File: config.mk
export PLATFORM = sky130hd
export DESIGN_NAME = bmp_pixel_unpacker_top_flat
export DESIGN_NICKNAME = d
export VERILOG_FILES = /design/src/rtl/core/bpu_pkg.sv /design/src/rtl/core/bpu_if.sv /design/src/rtl/core/bpu_ctrl.sv /design/src/rtl/core/bpu_datapath.sv /design/src/rtl/core/bmp_pixel_unpacker_top.sv /design/src/flat_wrapper.sv
export SDC_FILE = /design/constraint.sdc
export NUM_CORES = 1
export LEC_CHECK = 0
export ABC_AREA = 1
export BUFFER_PORTS_ARGS = -buffer_cell sky130_fd_sc_hd__clkbuf_2
export CORE_AREA = 3 3 249 251
export CTS_BUF_LIST = sky130_fd_sc_hd__clkbuf_8
export DETAILED_ROUTE_END_ITERATION = 8
export DIE_AREA = 0 0 252 254
export PLACE_DENSITY = 0.54
export RECOVER_POWER = 25
export SLEW_MARGIN = 20
export SYNTH_ARGS = -nofsm -noshare
export SYNTH_HDL_FRONTEND = slang
export SYNTH_HIERARCHICAL = 1
export SYNTH_SLANG_ARGS = --single-unit
File: constraint.sdc
create_clock -name clk -period 20 [get_ports clk]
set_input_delay 4 -clock clk [delete_from_list [all_inputs] [get_ports clk]]
set_output_delay 4 -clock clk [all_outputs]
set_load 0.01 [all_outputs]
File: src/rtl/core/bpu_pkg.sv
`default_nettype none
// ----------------------------------------------------------------------------
// bpu_pkg: shared types and constants of the BMP pixel unpacker
// Register indexes, reset values, channel codes and the command/status
// bundles between the controller and the datapath.
// ----------------------------------------------------------------------------
package bpu_pkg;

  localparam int MaxDimDefault = 4096;

  // configuration register indexes
  localparam int CfgIdxW = 3;
  localparam logic [CfgIdxW-1:0] REG_PIXEL_MODE   = 3'd0;
  localparam logic [CfgIdxW-1:0] REG_IMAGE_WIDTH  = 3'd1;
  localparam logic [CfgIdxW-1:0] REG_IMAGE_HEIGHT = 3'd2;
  localparam logic [CfgIdxW-1:0] REG_RED_MASK     = 3'd3;
  localparam logic [CfgIdxW-1:0] REG_GREEN_MASK   = 3'd4;
  localparam logic [CfgIdxW-1:0] REG_BLUE_MASK    = 3'd5;

  localparam logic [31:0] RED_MASK_RST   = 32'h00FF_0000;
  localparam logic [31:0] GREEN_MASK_RST = 32'h0000_FF00;
  localparam logic [31:0] BLUE_MASK_RST  = 32'h0000_00FF;

  // channel codes, extraction order
  localparam logic [1:0] CH_RED   = 2'd0;
  localparam logic [1:0] CH_GREEN = 2'd1;
  localparam logic [1:0] CH_BLUE  = 2'd2;

  // run length counter (up to 32) and scaling divider geometry
  localparam int RunW     = 6;
  localparam int DivW     = 40;
  localparam int DivCntW  = 6;
  localparam int DivSteps = DivW;

  typedef struct packed {
    logic       accept;     // input transaction this cycle
    logic       ch_load;    // load mask and masked word of channel ch
    logic       scan_low;   // drop one trailing zero of the mask
    logic       scan_run;   // count one bit of the mask run
    logic       set_zero;   // channel result = 0 (empty mask)
    logic       set_shift;  // channel result = top 8 bits of the run
    logic       div_load;   // start v*255 / (2^run-1)
    logic       div_step;   // one quotient bit
    logic       set_div;    // channel result = quotient
    logic       out_load;   // move finished 32-bit pixel to the output
    logic [1:0] ch;
  } bpu_cmd_t;

  typedef struct packed {
    logic completes;  // next data byte closes a pixel
    logic mode;       // 32-bit masked mode
    logic m_zero;
    logic m_lsb;
    logic run_ge8;
    logic div_done;
    logic out_free;
  } bpu_sts_t;

endpackage
`default_nettype wire

File: src/rtl/core/bpu_if.sv
`default_nettype none
// ----------------------------------------------------------------------------
// bpu_if: channel interfaces of the BMP pixel unpacker
// Byte input stream, pixel output stream and configuration write channel.
// ----------------------------------------------------------------------------
interface bpu_byte_if;
  logic       valid;
  logic       ready;
  logic [7:0] data_byte;

  modport source (output valid, output data_byte, input ready);
  modport sink (input valid, input data_byte, output ready);
endinterface

interface bpu_pixel_if;
  logic        valid;
  logic        ready;
  logic [7:0]  red;
  logic [7:0]  green;
  logic [7:0]  blue;
  logic [11:0] column;
  logic [11:0] dest_row;
  logic        last_pixel;

  modport source (output valid, output red, output green, output blue, output column,
                  output dest_row, output last_pixel, input ready);
  modport sink (input valid, input red, input green, input blue, input column,
                input dest_row, input last_pixel, output ready);
endinterface

interface bpu_cfg_if import bpu_pkg::*; ();
  logic               valid;
  logic               ready;
  logic [CfgIdxW-1:0] index;
  logic [31:0]        data;

  modport source (output valid, output index, output data, input ready);
  modport sink (input valid, input index, input data, output ready);
endinterface
`default_nettype wire

File: src/rtl/core/bpu_ctrl.sv
`default_nettype none
// ----------------------------------------------------------------------------
// bpu_ctrl: sequencer of the BMP pixel unpacker
// Takes bytes, and for a finished 32-bit pixel walks the three channels
// through mask scan, run count and scaling.
// ----------------------------------------------------------------------------
module bpu_ctrl import bpu_pkg::*; (
  input  logic     clk,
  input  logic     rst,
  input  logic     in_valid,
  output logic     in_ready,
  input  bpu_sts_t sts,
  output bpu_cmd_t cmd
);

  localparam logic [2:0] S_IDLE = 3'd0;
  localparam logic [2:0] S_LOAD = 3'd1;
  localparam logic [2:0] S_LOW  = 3'd2;
  localparam logic [2:0] S_RUN  = 3'd3;
  localparam logic [2:0] S_DIV  = 3'd4;
  localparam logic [2:0] S_FIN  = 3'd5;

  logic [2:0] state, state_next;
  logic [1:0] ch, ch_next;
  logic       chan_end;

  always_comb begin
    cmd        = '0;
    cmd.ch     = ch;
    state_next = state;
    ch_next    = ch;
    in_ready   = 1'b0;
    chan_end   = 1'b0;
    unique case (state)
      S_IDLE: begin
        // 24-bit pixel goes straight to the output register
        in_ready   = sts.completes ? (sts.mode | sts.out_free) : 1'b1;
        cmd.accept = in_valid & in_ready;
        if (cmd.accept && sts.completes && sts.mode) begin
          state_next = S_LOAD;
          ch_next    = CH_RED;
        end
      end
      S_LOAD: begin
        cmd.ch_load = 1'b1;
        state_next  = S_LOW;
      end
      S_LOW: begin
        if (sts.m_zero) begin
          cmd.set_zero = 1'b1;
          chan_end     = 1'b1;
        end else if (sts.m_lsb) begin
          state_next = S_RUN;
        end else begin
          cmd.scan_low = 1'b1;
        end
      end
      S_RUN: begin
        if (sts.m_lsb) begin
          cmd.scan_run = 1'b1;
        end else if (sts.run_ge8) begin
          cmd.set_shift = 1'b1;
          chan_end      = 1'b1;
        end else begin
          cmd.div_load = 1'b1;
          state_next   = S_DIV;
        end
      end
      S_DIV: begin
        if (sts.div_done) begin
          cmd.set_div = 1'b1;
          chan_end    = 1'b1;
        end else begin
          cmd.div_step = 1'b1;
        end
      end
      S_FIN: begin
        if (sts.out_free) begin
          cmd.out_load = 1'b1;
          state_next   = S_IDLE;
        end
      end
      default: state_next = S_IDLE;
    endcase
    if (chan_end) begin
      if (ch == CH_BLUE) begin
        state_next = S_FIN;
      end else begin
        ch_next    = ch + 2'd1;
        state_next = S_LOAD;
      end
    end
  end

  always_ff @(posedge clk) begin
    if (rst) begin
      state <= S_IDLE;
      ch    <= CH_RED;
    end else begin
      state <= state_next;
      ch    <= ch_next;
    end
  end

`ifndef SYNTHESIS
  a_fin_after_blue: assert property (@(posedge clk) disable iff (rst)
    (state == S_FIN) |-> (ch == CH_BLUE))
    else $error("pixel finished before the blue channel");

  a_start_red: assert property (@(posedge clk) disable iff (rst)
    (cmd.accept && sts.completes && sts.mode) |=> (state == S_LOAD && ch == CH_RED))
    else $error("32-bit pixel did not start at the red channel");

  a_one_op: assert property (@(posedge clk) disable iff (rst)
    $onehot0({cmd.ch_load, cmd.scan_low, cmd.scan_run, cmd.div_load, cmd.div_step,
              cmd.accept}))
    else $error("conflicting datapath commands");
`endif

endmodule
`default_nettype wire

File: src/rtl/core/bpu_datapath.sv
`default_nettype none
// ----------------------------------------------------------------------------
// bpu_datapath: registers and arithmetic of the BMP pixel unpacker
// Config registers, byte assembly, row/column counters, channel extractor
// with a bit-serial scaling divider, and the output register.
// ----------------------------------------------------------------------------
module bpu_datapath import bpu_pkg::*; #(
  parameter int MAX_DIM = MaxDimDefault
) (
  input  logic        clk,
  input  logic        rst,
  input  logic [7:0]  data_byte,
  input  bpu_cmd_t    cmd,
  output bpu_sts_t    sts,
  bpu_cfg_if.sink     cfg,
  bpu_pixel_if.source pixel
);

  localparam int CntW = $clog2(MAX_DIM);
  localparam int LimW = $clog2(MAX_DIM + 1);
  localparam logic [LimW-1:0] LimMax = LimW'(MAX_DIM);
  localparam logic [LimW-1:0] LimOne = LimW'(1);

  // configuration
  logic               pixel_mode;
  logic [12:0]        image_width;
  logic signed [13:0] image_height;
  logic [31:0]        red_mask, green_mask, blue_mask;

  assign cfg.ready = 1'b1;

  always_ff @(posedge clk) begin
    if (rst) begin
      pixel_mode   <= 1'b0;
      image_width  <= 13'd1;
      image_height <= 14'sd1;
      red_mask     <= RED_MASK_RST;
      green_mask   <= GREEN_MASK_RST;
      blue_mask    <= BLUE_MASK_RST;
    end else if (cfg.valid) begin
      unique case (cfg.index)
        REG_PIXEL_MODE:   pixel_mode   <= cfg.data[0];
        REG_IMAGE_WIDTH:  image_width  <= cfg.data[12:0];
        REG_IMAGE_HEIGHT: image_height <= signed'(cfg.data[13:0]);
        REG_RED_MASK:     red_mask     <= cfg.data;
        REG_GREEN_MASK:   green_mask   <= cfg.data;
        REG_BLUE_MASK:    blue_mask    <= cfg.data;
        default: ;
      endcase
    end
  end

  // effective dimensions
  logic            top_down;
  logic [13:0]     h_mag;
  logic [LimW-1:0] eff_w, eff_h;

  always_comb begin
    top_down = image_height[13];
    h_mag    = top_down ? (14'd0 - $unsigned(image_height)) : $unsigned(image_height);
    if (image_width == 13'd0)               eff_w = LimOne;
    else if (32'(image_width) > MAX_DIM)    eff_w = LimMax;
    else                                    eff_w = LimW'(image_width);
    if (h_mag == 14'd0)                     eff_h = LimOne;
    else if (32'(h_mag) > MAX_DIM)          eff_h = LimMax;
    else                                    eff_h = LimW'(h_mag);
  end

  // stream position
  logic [1:0]      byte_slot;
  logic [23:0]     word_acc;
  logic [CntW-1:0] column_count, source_row;
  logic [1:0]      pad_left;

  logic            completes, row_end, row_wrap, pix_take, load_24;
  logic [1:0]      pad_new;
  logic [LimW-1:0] col_inc, row_inc, row_ext, dest;
  logic [31:0]     col_ext, dest_ext;

  always_comb begin
    completes = (pad_left == 2'd0) && (byte_slot >= (pixel_mode ? 2'd3 : 2'd2));
    col_inc   = LimW'(column_count) + LimOne;
    row_ext   = LimW'(source_row);
    row_inc   = row_ext + LimOne;
    row_end   = col_inc >= eff_w;
    row_wrap  = row_inc >= eff_h;
    // 3 bytes per pixel: padding equals width mod 4
    pad_new   = pixel_mode ? 2'd0 : eff_w[1:0];
    if (!top_down)            dest = row_ext;
    else if (row_ext < eff_h) dest = eff_h - LimOne - row_ext;
    else                      dest = '0;
    col_ext   = 32'(column_count);
    dest_ext  = 32'(dest);
    pix_take  = cmd.accept && completes;
    load_24   = pix_take && !pixel_mode;
  end

  always_ff @(posedge clk) begin
    if (rst) begin
      byte_slot    <= 2'd0;
      word_acc     <= '0;
      column_count <= '0;
      source_row   <= '0;
      pad_left     <= 2'd0;
    end else if (cmd.accept) begin
      if (pad_left != 2'd0) begin
        pad_left <= pad_left - 2'd1;
        if (pad_left == 2'd1) begin
          column_count <= '0;
          source_row   <= row_wrap ? '0 : source_row + CntW'(1);
        end
      end else if (!completes) begin
        case (byte_slot)
          2'd0:    word_acc[7:0]   <= data_byte;
          2'd1:    word_acc[15:8]  <= data_byte;
          2'd2:    word_acc[23:16] <= data_byte;
          default: ;
        endcase
        byte_slot <= byte_slot + 2'd1;
      end else begin
        byte_slot <= 2'd0;
        word_acc  <= '0;
        if (!row_end) begin
          column_count <= column_count + CntW'(1);
        end else if (pad_new != 2'd0) begin
          pad_left <= pad_new;
        end else begin
          column_count <= '0;
          source_row   <= row_wrap ? '0 : source_row + CntW'(1);
        end
      end
    end
  end

  // pixel metadata held while the 32-bit channels are worked out
  logic [31:0] word_reg;
  logic [11:0] meta_col, meta_row;
  logic        meta_last;

  always_ff @(posedge clk) begin
    if (pix_take) begin
      word_reg  <= {data_byte, word_acc};
      meta_col  <= col_ext[11:0];
      meta_row  <= dest_ext[11:0];
      meta_last <= row_end && row_wrap;
    end
  end

  // channel extractor
  logic [31:0]        mask_sel, m_reg, v_reg, shift_val;
  logic [RunW-1:0]    run;
  logic [4:0]         sh_amt;
  logic [7:0]         res_r, res_g, res_b, res_new;
  logic [DivW-1:0]    div_n;
  logic [6:0]         div_rem, div_d;
  logic [7:0]         div_q, div_t;
  logic [DivCntW-1:0] div_cnt;
  logic               div_ge;

  always_comb begin
    case (cmd.ch)
      CH_RED:   mask_sel = red_mask;
      CH_GREEN: mask_sel = green_mask;
      default:  mask_sel = blue_mask;
    endcase
    sh_amt    = 5'(run - RunW'(8));
    shift_val = v_reg >> sh_amt;
    div_d     = 7'((8'd1 << run[2:0]) - 8'd1);
    div_t     = {div_rem, div_n[DivW-1]};
    div_ge    = div_t >= {1'b0, div_d};
    if (cmd.set_shift)    res_new = shift_val[7:0];
    else if (cmd.set_div) res_new = div_q;
    else                  res_new = 8'd0;
  end

  always_ff @(posedge clk) begin
    if (cmd.ch_load) begin
      m_reg <= mask_sel;
      v_reg <= word_reg & mask_sel;
      run   <= '0;
    end else if (cmd.scan_low) begin
      m_reg <= m_reg >> 1;
      v_reg <= v_reg >> 1;
    end else if (cmd.scan_run) begin
      m_reg <= m_reg >> 1;
      run   <= run + RunW'(1);
    end
    if (cmd.div_load) begin
      div_n   <= {v_reg, 8'd0} - DivW'(v_reg);   // v * 255
      div_rem <= '0;
      div_q   <= '0;
      div_cnt <= DivCntW'(DivSteps);
    end else if (cmd.div_step) begin
      div_n   <= div_n << 1;
      div_rem <= div_ge ? 7'(div_t - {1'b0, div_d}) : div_t[6:0];
      div_q   <= {div_q[6:0], div_ge};
      div_cnt <= div_cnt - DivCntW'(1);
    end
    if (cmd.set_zero || cmd.set_shift || cmd.set_div) begin
      case (cmd.ch)
        CH_RED:   res_r <= res_new;
        CH_GREEN: res_g <= res_new;
        default:  res_b <= res_new;
      endcase
    end
  end

  // output register
  logic        out_valid;
  logic [7:0]  out_red, out_green, out_blue;
  logic [11:0] out_col, out_row;
  logic        out_last, out_free;

  assign out_free = !out_valid || pixel.ready;

  always_ff @(posedge clk) begin
    if (rst) begin
      out_valid <= 1'b0;
    end else if (load_24 || cmd.out_load) begin
      out_valid <= 1'b1;
    end else if (pixel.ready) begin
      out_valid <= 1'b0;
    end
  end

  always_ff @(posedge clk) begin
    if (load_24) begin
      out_red   <= data_byte;
      out_green <= word_acc[15:8];
      out_blue  <= word_acc[7:0];
      out_col   <= col_ext[11:0];
      out_row   <= dest_ext[11:0];
      out_last  <= row_end && row_wrap;
    end else if (cmd.out_load) begin
      out_red   <= res_r;
      out_green <= res_g;
      out_blue  <= res_b;
      out_col   <= meta_col;
      out_row   <= meta_row;
      out_last  <= meta_last;
    end
  end

  assign pixel.valid      = out_valid;
  assign pixel.red        = out_red;
  assign pixel.green      = out_green;
  assign pixel.blue       = out_blue;
  assign pixel.column     = out_col;
  assign pixel.dest_row   = out_row;
  assign pixel.last_pixel = out_last;

  always_comb begin
    sts.completes = completes;
    sts.mode      = pixel_mode;
    sts.m_zero    = m_reg == 32'd0;
    sts.m_lsb     = m_reg[0];
    sts.run_ge8   = run >= RunW'(8);
    sts.div_done  = div_cnt == '0;
    sts.out_free  = out_free;
  end

`ifndef SYNTHESIS
  a_no_overwrite: assert property (@(posedge clk) disable iff (rst)
    (load_24 || cmd.out_load) |-> out_free)
    else $error("output register loaded while a pixel is pending");

  a_rem_bound: assert property (@(posedge clk) disable iff (rst)
    cmd.div_step |-> (div_rem < div_d))
    else $error("divider remainder out of range");

  a_pad_slot: assert property (@(posedge clk) disable iff (rst)
    (pad_left != 2'd0) |-> (byte_slot == 2'd0))
    else $error("padding pending inside a pixel");
`endif

endmodule
`default_nettype wire

File: src/rtl/core/bmp_pixel_unpacker_top.sv
`default_nettype none
// ----------------------------------------------------------------------------
// bmp_pixel_unpacker_top: BMP pixel array to RGB888 pixel converter
// Top level; joins the byte sequencer and the datapath.
// ----------------------------------------------------------------------------
// Usage:
//   byte_stream  - raw pixel array bytes in file order, one per transaction.
//   pixel_stream - one transaction per pixel: red/green/blue, column, dest_row,
//                  last_pixel on the final pixel of the image. Row padding bytes
//                  are consumed and produce no transaction.
//   cfg          - register writes (index 0..5: mode, width, height, red, green,
//                  blue mask). Always ready; write only while the block is idle.
// Throughput and sequencing:
//   24-bit mode: one byte per cycle while the output register can take a closing
//   byte; a pixel appears on pixel_stream the cycle after its red byte.
//   32-bit mode: after the fourth byte each channel is extracted in turn on one
//   shared scan unit and a bit-serial divider: the trailing zeros of the mask are
//   dropped, then the ones of the mask run are counted into run (an empty mask
//   gives 0); when run < 8 a 40-step v*255/(2^run-1) division follows, else the
//   top 8 bits of the run are taken. The pixel then moves out once the output
//   register is free. No byte is taken during this sequence.
// Reset (rst, synchronous): registers return to 24-bit mode, 1x1 image, masks
//   00FF0000/0000FF00/000000FF; position returns to column 0, row 0.
// Stall: a finished pixel waits in the output register; bytes that do not close
//   a pixel keep flowing, a closing 24-bit byte waits for the register to free.
// ----------------------------------------------------------------------------
module bmp_pixel_unpacker_top import bpu_pkg::*; #(
  parameter int MAX_DIM = MaxDimDefault
) (
  input  logic        clk,
  input  logic        rst,
  bpu_byte_if.sink    byte_stream,
  bpu_pixel_if.source pixel_stream,
  bpu_cfg_if.sink     cfg
);

  // command / status between sequencer and datapath
  bpu_cmd_t cmd;
  bpu_sts_t sts;

  // sequencer owns byte_stream.ready
  bpu_ctrl u_ctrl (
    .clk      (clk),
    .rst      (rst),
    .in_valid (byte_stream.valid),
    .in_ready (byte_stream.ready),
    .sts      (sts),
    .cmd      (cmd)
  );

  // datapath owns config registers and the output register
  bpu_datapath #(
    .MAX_DIM (MAX_DIM)
  ) u_datapath (
    .clk       (clk),
    .rst       (rst),
    .data_byte (byte_stream.data_byte),
    .cmd       (cmd),
    .sts       (sts),
    .cfg       (cfg),
    .pixel     (pixel_stream)
  );

endmodule
`default_nettype wire
File: src/flat_wrapper.sv
// flat-port wrapper written by rule: the top's interface ports become plain ports
module bmp_pixel_unpacker_top_flat import bpu_pkg::*;
#(
  parameter int MAX_DIM = MaxDimDefault
)
  (clk, rst, byte_stream_valid, byte_stream_data_byte, byte_stream_ready, pixel_stream_valid, pixel_stream_red, pixel_stream_green, pixel_stream_blue, pixel_stream_column, pixel_stream_dest_row, pixel_stream_last_pixel, pixel_stream_ready, cfg_valid, cfg_index, cfg_data, cfg_ready);
  bpu_byte_if byte_stream_i ();
  bpu_pixel_if pixel_stream_i ();
  bpu_cfg_if cfg_i ();
  input  logic clk;
  input  logic rst;
  input wire logic [$bits(byte_stream_i.valid)-1:0] byte_stream_valid;
  input wire logic [$bits(byte_stream_i.data_byte)-1:0] byte_stream_data_byte;
  output wire logic [$bits(byte_stream_i.ready)-1:0] byte_stream_ready;
  output wire logic [$bits(pixel_stream_i.valid)-1:0] pixel_stream_valid;
  output wire logic [$bits(pixel_stream_i.red)-1:0] pixel_stream_red;
  output wire logic [$bits(pixel_stream_i.green)-1:0] pixel_stream_green;
  output wire logic [$bits(pixel_stream_i.blue)-1:0] pixel_stream_blue;
  output wire logic [$bits(pixel_stream_i.column)-1:0] pixel_stream_column;
  output wire logic [$bits(pixel_stream_i.dest_row)-1:0] pixel_stream_dest_row;
  output wire logic [$bits(pixel_stream_i.last_pixel)-1:0] pixel_stream_last_pixel;
  input wire logic [$bits(pixel_stream_i.ready)-1:0] pixel_stream_ready;
  input wire logic [$bits(cfg_i.valid)-1:0] cfg_valid;
  input wire logic [$bits(cfg_i.index)-1:0] cfg_index;
  input wire logic [$bits(cfg_i.data)-1:0] cfg_data;
  output wire logic [$bits(cfg_i.ready)-1:0] cfg_ready;
  assign byte_stream_i.valid = byte_stream_valid;
  assign byte_stream_i.data_byte = byte_stream_data_byte;
  assign byte_stream_ready = byte_stream_i.ready;
  assign pixel_stream_valid = pixel_stream_i.valid;
  assign pixel_stream_red = pixel_stream_i.red;
  assign pixel_stream_green = pixel_stream_i.green;
  assign pixel_stream_blue = pixel_stream_i.blue;
  assign pixel_stream_column = pixel_stream_i.column;
  assign pixel_stream_dest_row = pixel_stream_i.dest_row;
  assign pixel_stream_last_pixel = pixel_stream_i.last_pixel;
  assign pixel_stream_i.ready = pixel_stream_ready;
  assign cfg_i.valid = cfg_valid;
  assign cfg_i.index = cfg_index;
  assign cfg_i.data = cfg_data;
  assign cfg_ready = cfg_i.ready;
  bmp_pixel_unpacker_top #(.MAX_DIM(MAX_DIM)) u_core (.clk(clk), .rst(rst), .byte_stream(byte_stream_i), .pixel_stream(pixel_stream_i), .cfg(cfg_i));
endmodule
==> key figures <==
Yosys
  – Simple-Gate Fraction of Synth Area: 0.234
  – Synth Area in Compound Gates: 0.146
  – Cell count after synthesis: 3019
  – Post-Syn Area: 23800 um^2
  – Ys async rst share: 0
  – Syn avg cell area: 7.90 um^2
  – Main synth FF type: edfxtp_1
  – Total number of yosys warnings: 6
  – Post-synthesis adder-cell area fraction: 0.0515
  – Flops & latches, synth: 443
  – Syn nets: 3164
  – EDFF count, synth: 234
  – Largest family of logic cells by synthesized area: simple AND/OR/NAND/NOR gates
  – Mux share of post-synthesis cell area: 0.00168
  – Number of library cell types mapped by synthesis: 57
  – Xor/xnor share of the synthesized area: 0.0165
  – Sequential share of the synthesized area: 0.470

Status
  – Violated checks: capacitance limit, slew limit
  – Status: finished with violations

Clocking
  – Clock sink count: 443
  – CTS tree: done
  – Post_cts resized: 0
  – Post-CTS Setup Inserts: 0
  – Root Buffer: clkbuf_8
  – Cts bufs inserted: 80
  – Worst skew pair latency: 0.66 ns
  – Clk slew on worst S/H paths: 0.06 ns
  – CTS hold repair buffers: 0
  – CTS Buffer Depth: 3
  – H-tree lvl count: 3

Die
  – Die area: 64000 um^2
  – Die Y: 254 um
  – Std-Cell Rows: 90
  – Die Width: 252 um
  – I/O Pins: 100
  – Core area: 60100 um^2
  – Initial core utilization: 0.397

Timing
  – Unrepaired setup endpoints after global routing: false
  – Pins Over Slew Limit: 242
  – Setup violators final: 0
  – Fin crit share: 0.449
  – Fmax: 111 MHz
  – Final Skew: 0.0322 ns
  – Final Hold Vio Count: 0
  – Worst-Margin Slew: 3.37 ns
  – Hold WS: 0.438 ns
  – Minimum clock period: 8.99 ns
  – Relative slew slack: -1.24
  – Final setup TNS: 0 ns

Placed design
  – Placer Congestion: 0.907
  – Number of port buffers: 98
  – DP HPWL: 54.9 mm

Routing
  – Post-route DRC: 0
  – DRT iter0 DRCs: 1454
  – Antenna Nets Post-Route: 0
  – Final WL: 74.2 mm
  – DRT Pass-1 Iters: 6
  – DR vias: 20800
  – Vias per std cell: 5.27
  – WL/cell: 18.8 um

Setup path
  – Crit-path max FO: 3
  – CP cell instances: clkbuf_2, inv_1, nand2_1, inv_1, a311oi_2, clkbuf_2
  – CP endpoint kind: primary output
  – CP top delay family: compound AO/OA/AOI/OAI gates
  – Critical path's slowest cell: a311oi_2
  – Worst path max stage delay: 0.48 ns
  – CP startpoint kind: primary input
  – CP Class: primary input to primary output
  – Worst path bufs/invs: 4
  – CP required: 16.00 ns
  – Crit path DAT: 4.99 ns

Worst hold path
  – HP Class: register to register

Global route
  – First-pass GRT wire length: 114 mm
  – Initial antenna violation count: 3
  – Largest net degree at the start of global routing: 126
  – GR Util All Layers: 0.228
  – GRT Residual Overflow: 0
  – Vias in the first global route: 20100

Cells and area
  – Fillcell total: 6172
  – Sequential cell area: 11200 um^2
  – Largest register by flop count: u_core/u_datapath/div_n
  – Commonest non-fill, non-tap cell in the layout: nand2_1
  – Largest register FFs: 40
  – Fin nets: 3240
  – Final Core Density: 0.441
  – Multi-input gate area: 10800 um^2
  – Area grow syn2layout: 11.1%
  – Layout cells sized above 1: 0.104
  – Commonest cells after routing, fill and taps aside: 687 x nand2_1, 344 x inv_1, 342 x nor2_1

Pwr
  – Leakage: 11.3 nW
  – Total power: 3.65 mW
  – Power Density: 138 nW/um^2
  – Peak VDD IR: 0.0512 mV

Flow run
  – Max cap viols: 5
==> where the power goes <==
group          switching [mW]  internal [mW]
logic                    1.04          0.452
clock network           0.388          0.457
registers               0.137           1.18
==> cells in the mapped netlist, drive strengths merged (3+ instances only) <==
library cell / instances / area (um^2)
nor2: 358 / 1390
xnor2: 17 / 149
or2: 13 / 81.3
nor3b: 4 / 30.0
a31oi: 20 / 125
a21oi: 183 / 920
a21boi: 3 / 33.8
ha: 95 / 1190
o21bai: 4 / 30.0
o22ai: 51 / 319
o21ai: 314 / 1580
and3: 3 / 18.8
nand2: 713 / 2740
buf: 39 / 243
clkbuf: 87 / 330
nor4: 14 / 93.8
a211oi: 3 / 22.5
mux2i: 4 / 40.0
dfxtp: 209 / 4180
edfxtp: 234 / 7030
xor2: 28 / 245
o221ai: 36 / 315
inv: 344 / 1290
clkinv: 8 / 30.0
nand4: 39 / 244
o211ai: 8 / 60.1
nand3: 146 / 796
nor3: 28 / 170
==> kinds of logic (layout without fill, tap and decap cells) <==
kind of cell / count (synthesis) / count (layout)
xor gates and xnor gates: 45 / 45
other: 1 / 3
buffers and inverters: 478 / 616
DFF: 443 / 443
AOI/OAI and AO/OA: 630 / 630
and+or+nand+nor: 1321 / 1321
adders and majority gates: 97 / 97
muxes: 4 / 4
==> metrics by stage <==
step / std cells / area [um^2] / setup slack (ns)
after global placement: 3795 / 24900 / 10.98
after detailed placement: 3795 / 24900 / 11.01
after CTS: 3939 / 26500 / 11.00
after global routing: 3940 / 26500 / 10.94
final: 3941 / 26500 / 11.01
after floorplan: 3019 / 23800 / 10.55
==> final cells by class <==
| type | instances | area share |
|---|---|---|
| clock buffers | 91 | 0.0473 |
| clock inverters | 53 | 0.0120 |
| multi-input cells | 2098 | 0.407 |
| inverters | 352 | 0.0499 |
| repair buffers | 120 | 0.0239 |
| diodes | 2 | 0.000189 |
| flip-flops and latches | 443 | 0.423 |
| well taps | 782 | 0.0369 |
==> routing by layer <==
layer	track usage	vias to the layer above	wire length (um)
li1	-	10300	-
met3	0.0356	130	3240
met1	0.280	9845	31400
met4	0.0862	0	2570
met5	0	-	0
met2	0.405	528	37000
==> worst register-to-register path: cells and delay by family, from the launching register on <==
family	cells	cell delay (ns)
and+or+nand+nor	2	0.62
buffers and inverters	5	4.47
DFF	1	0.58
==> worst paths after layout <==
| check | cells after the start | to | slack [ns] | from |
|---|---|---|---|---|
| max reg2reg | 7 | u_core/u_datapath/v_reg[26] | 13.88 | u_core/u_ctrl/state[0] |
| min | 0 | u_core/u_datapath/word_reg[20] | 0.44 | u_core/u_datapath/word_acc[20] |
| min reg2reg | 0 | u_core/u_datapath/word_reg[20] | 0.44 | u_core/u_datapath/word_acc[20] |
| max | 6 | byte_stream_ready | 11.01 | pixel_stream_ready |
Power figures use the tool's default switching activity.
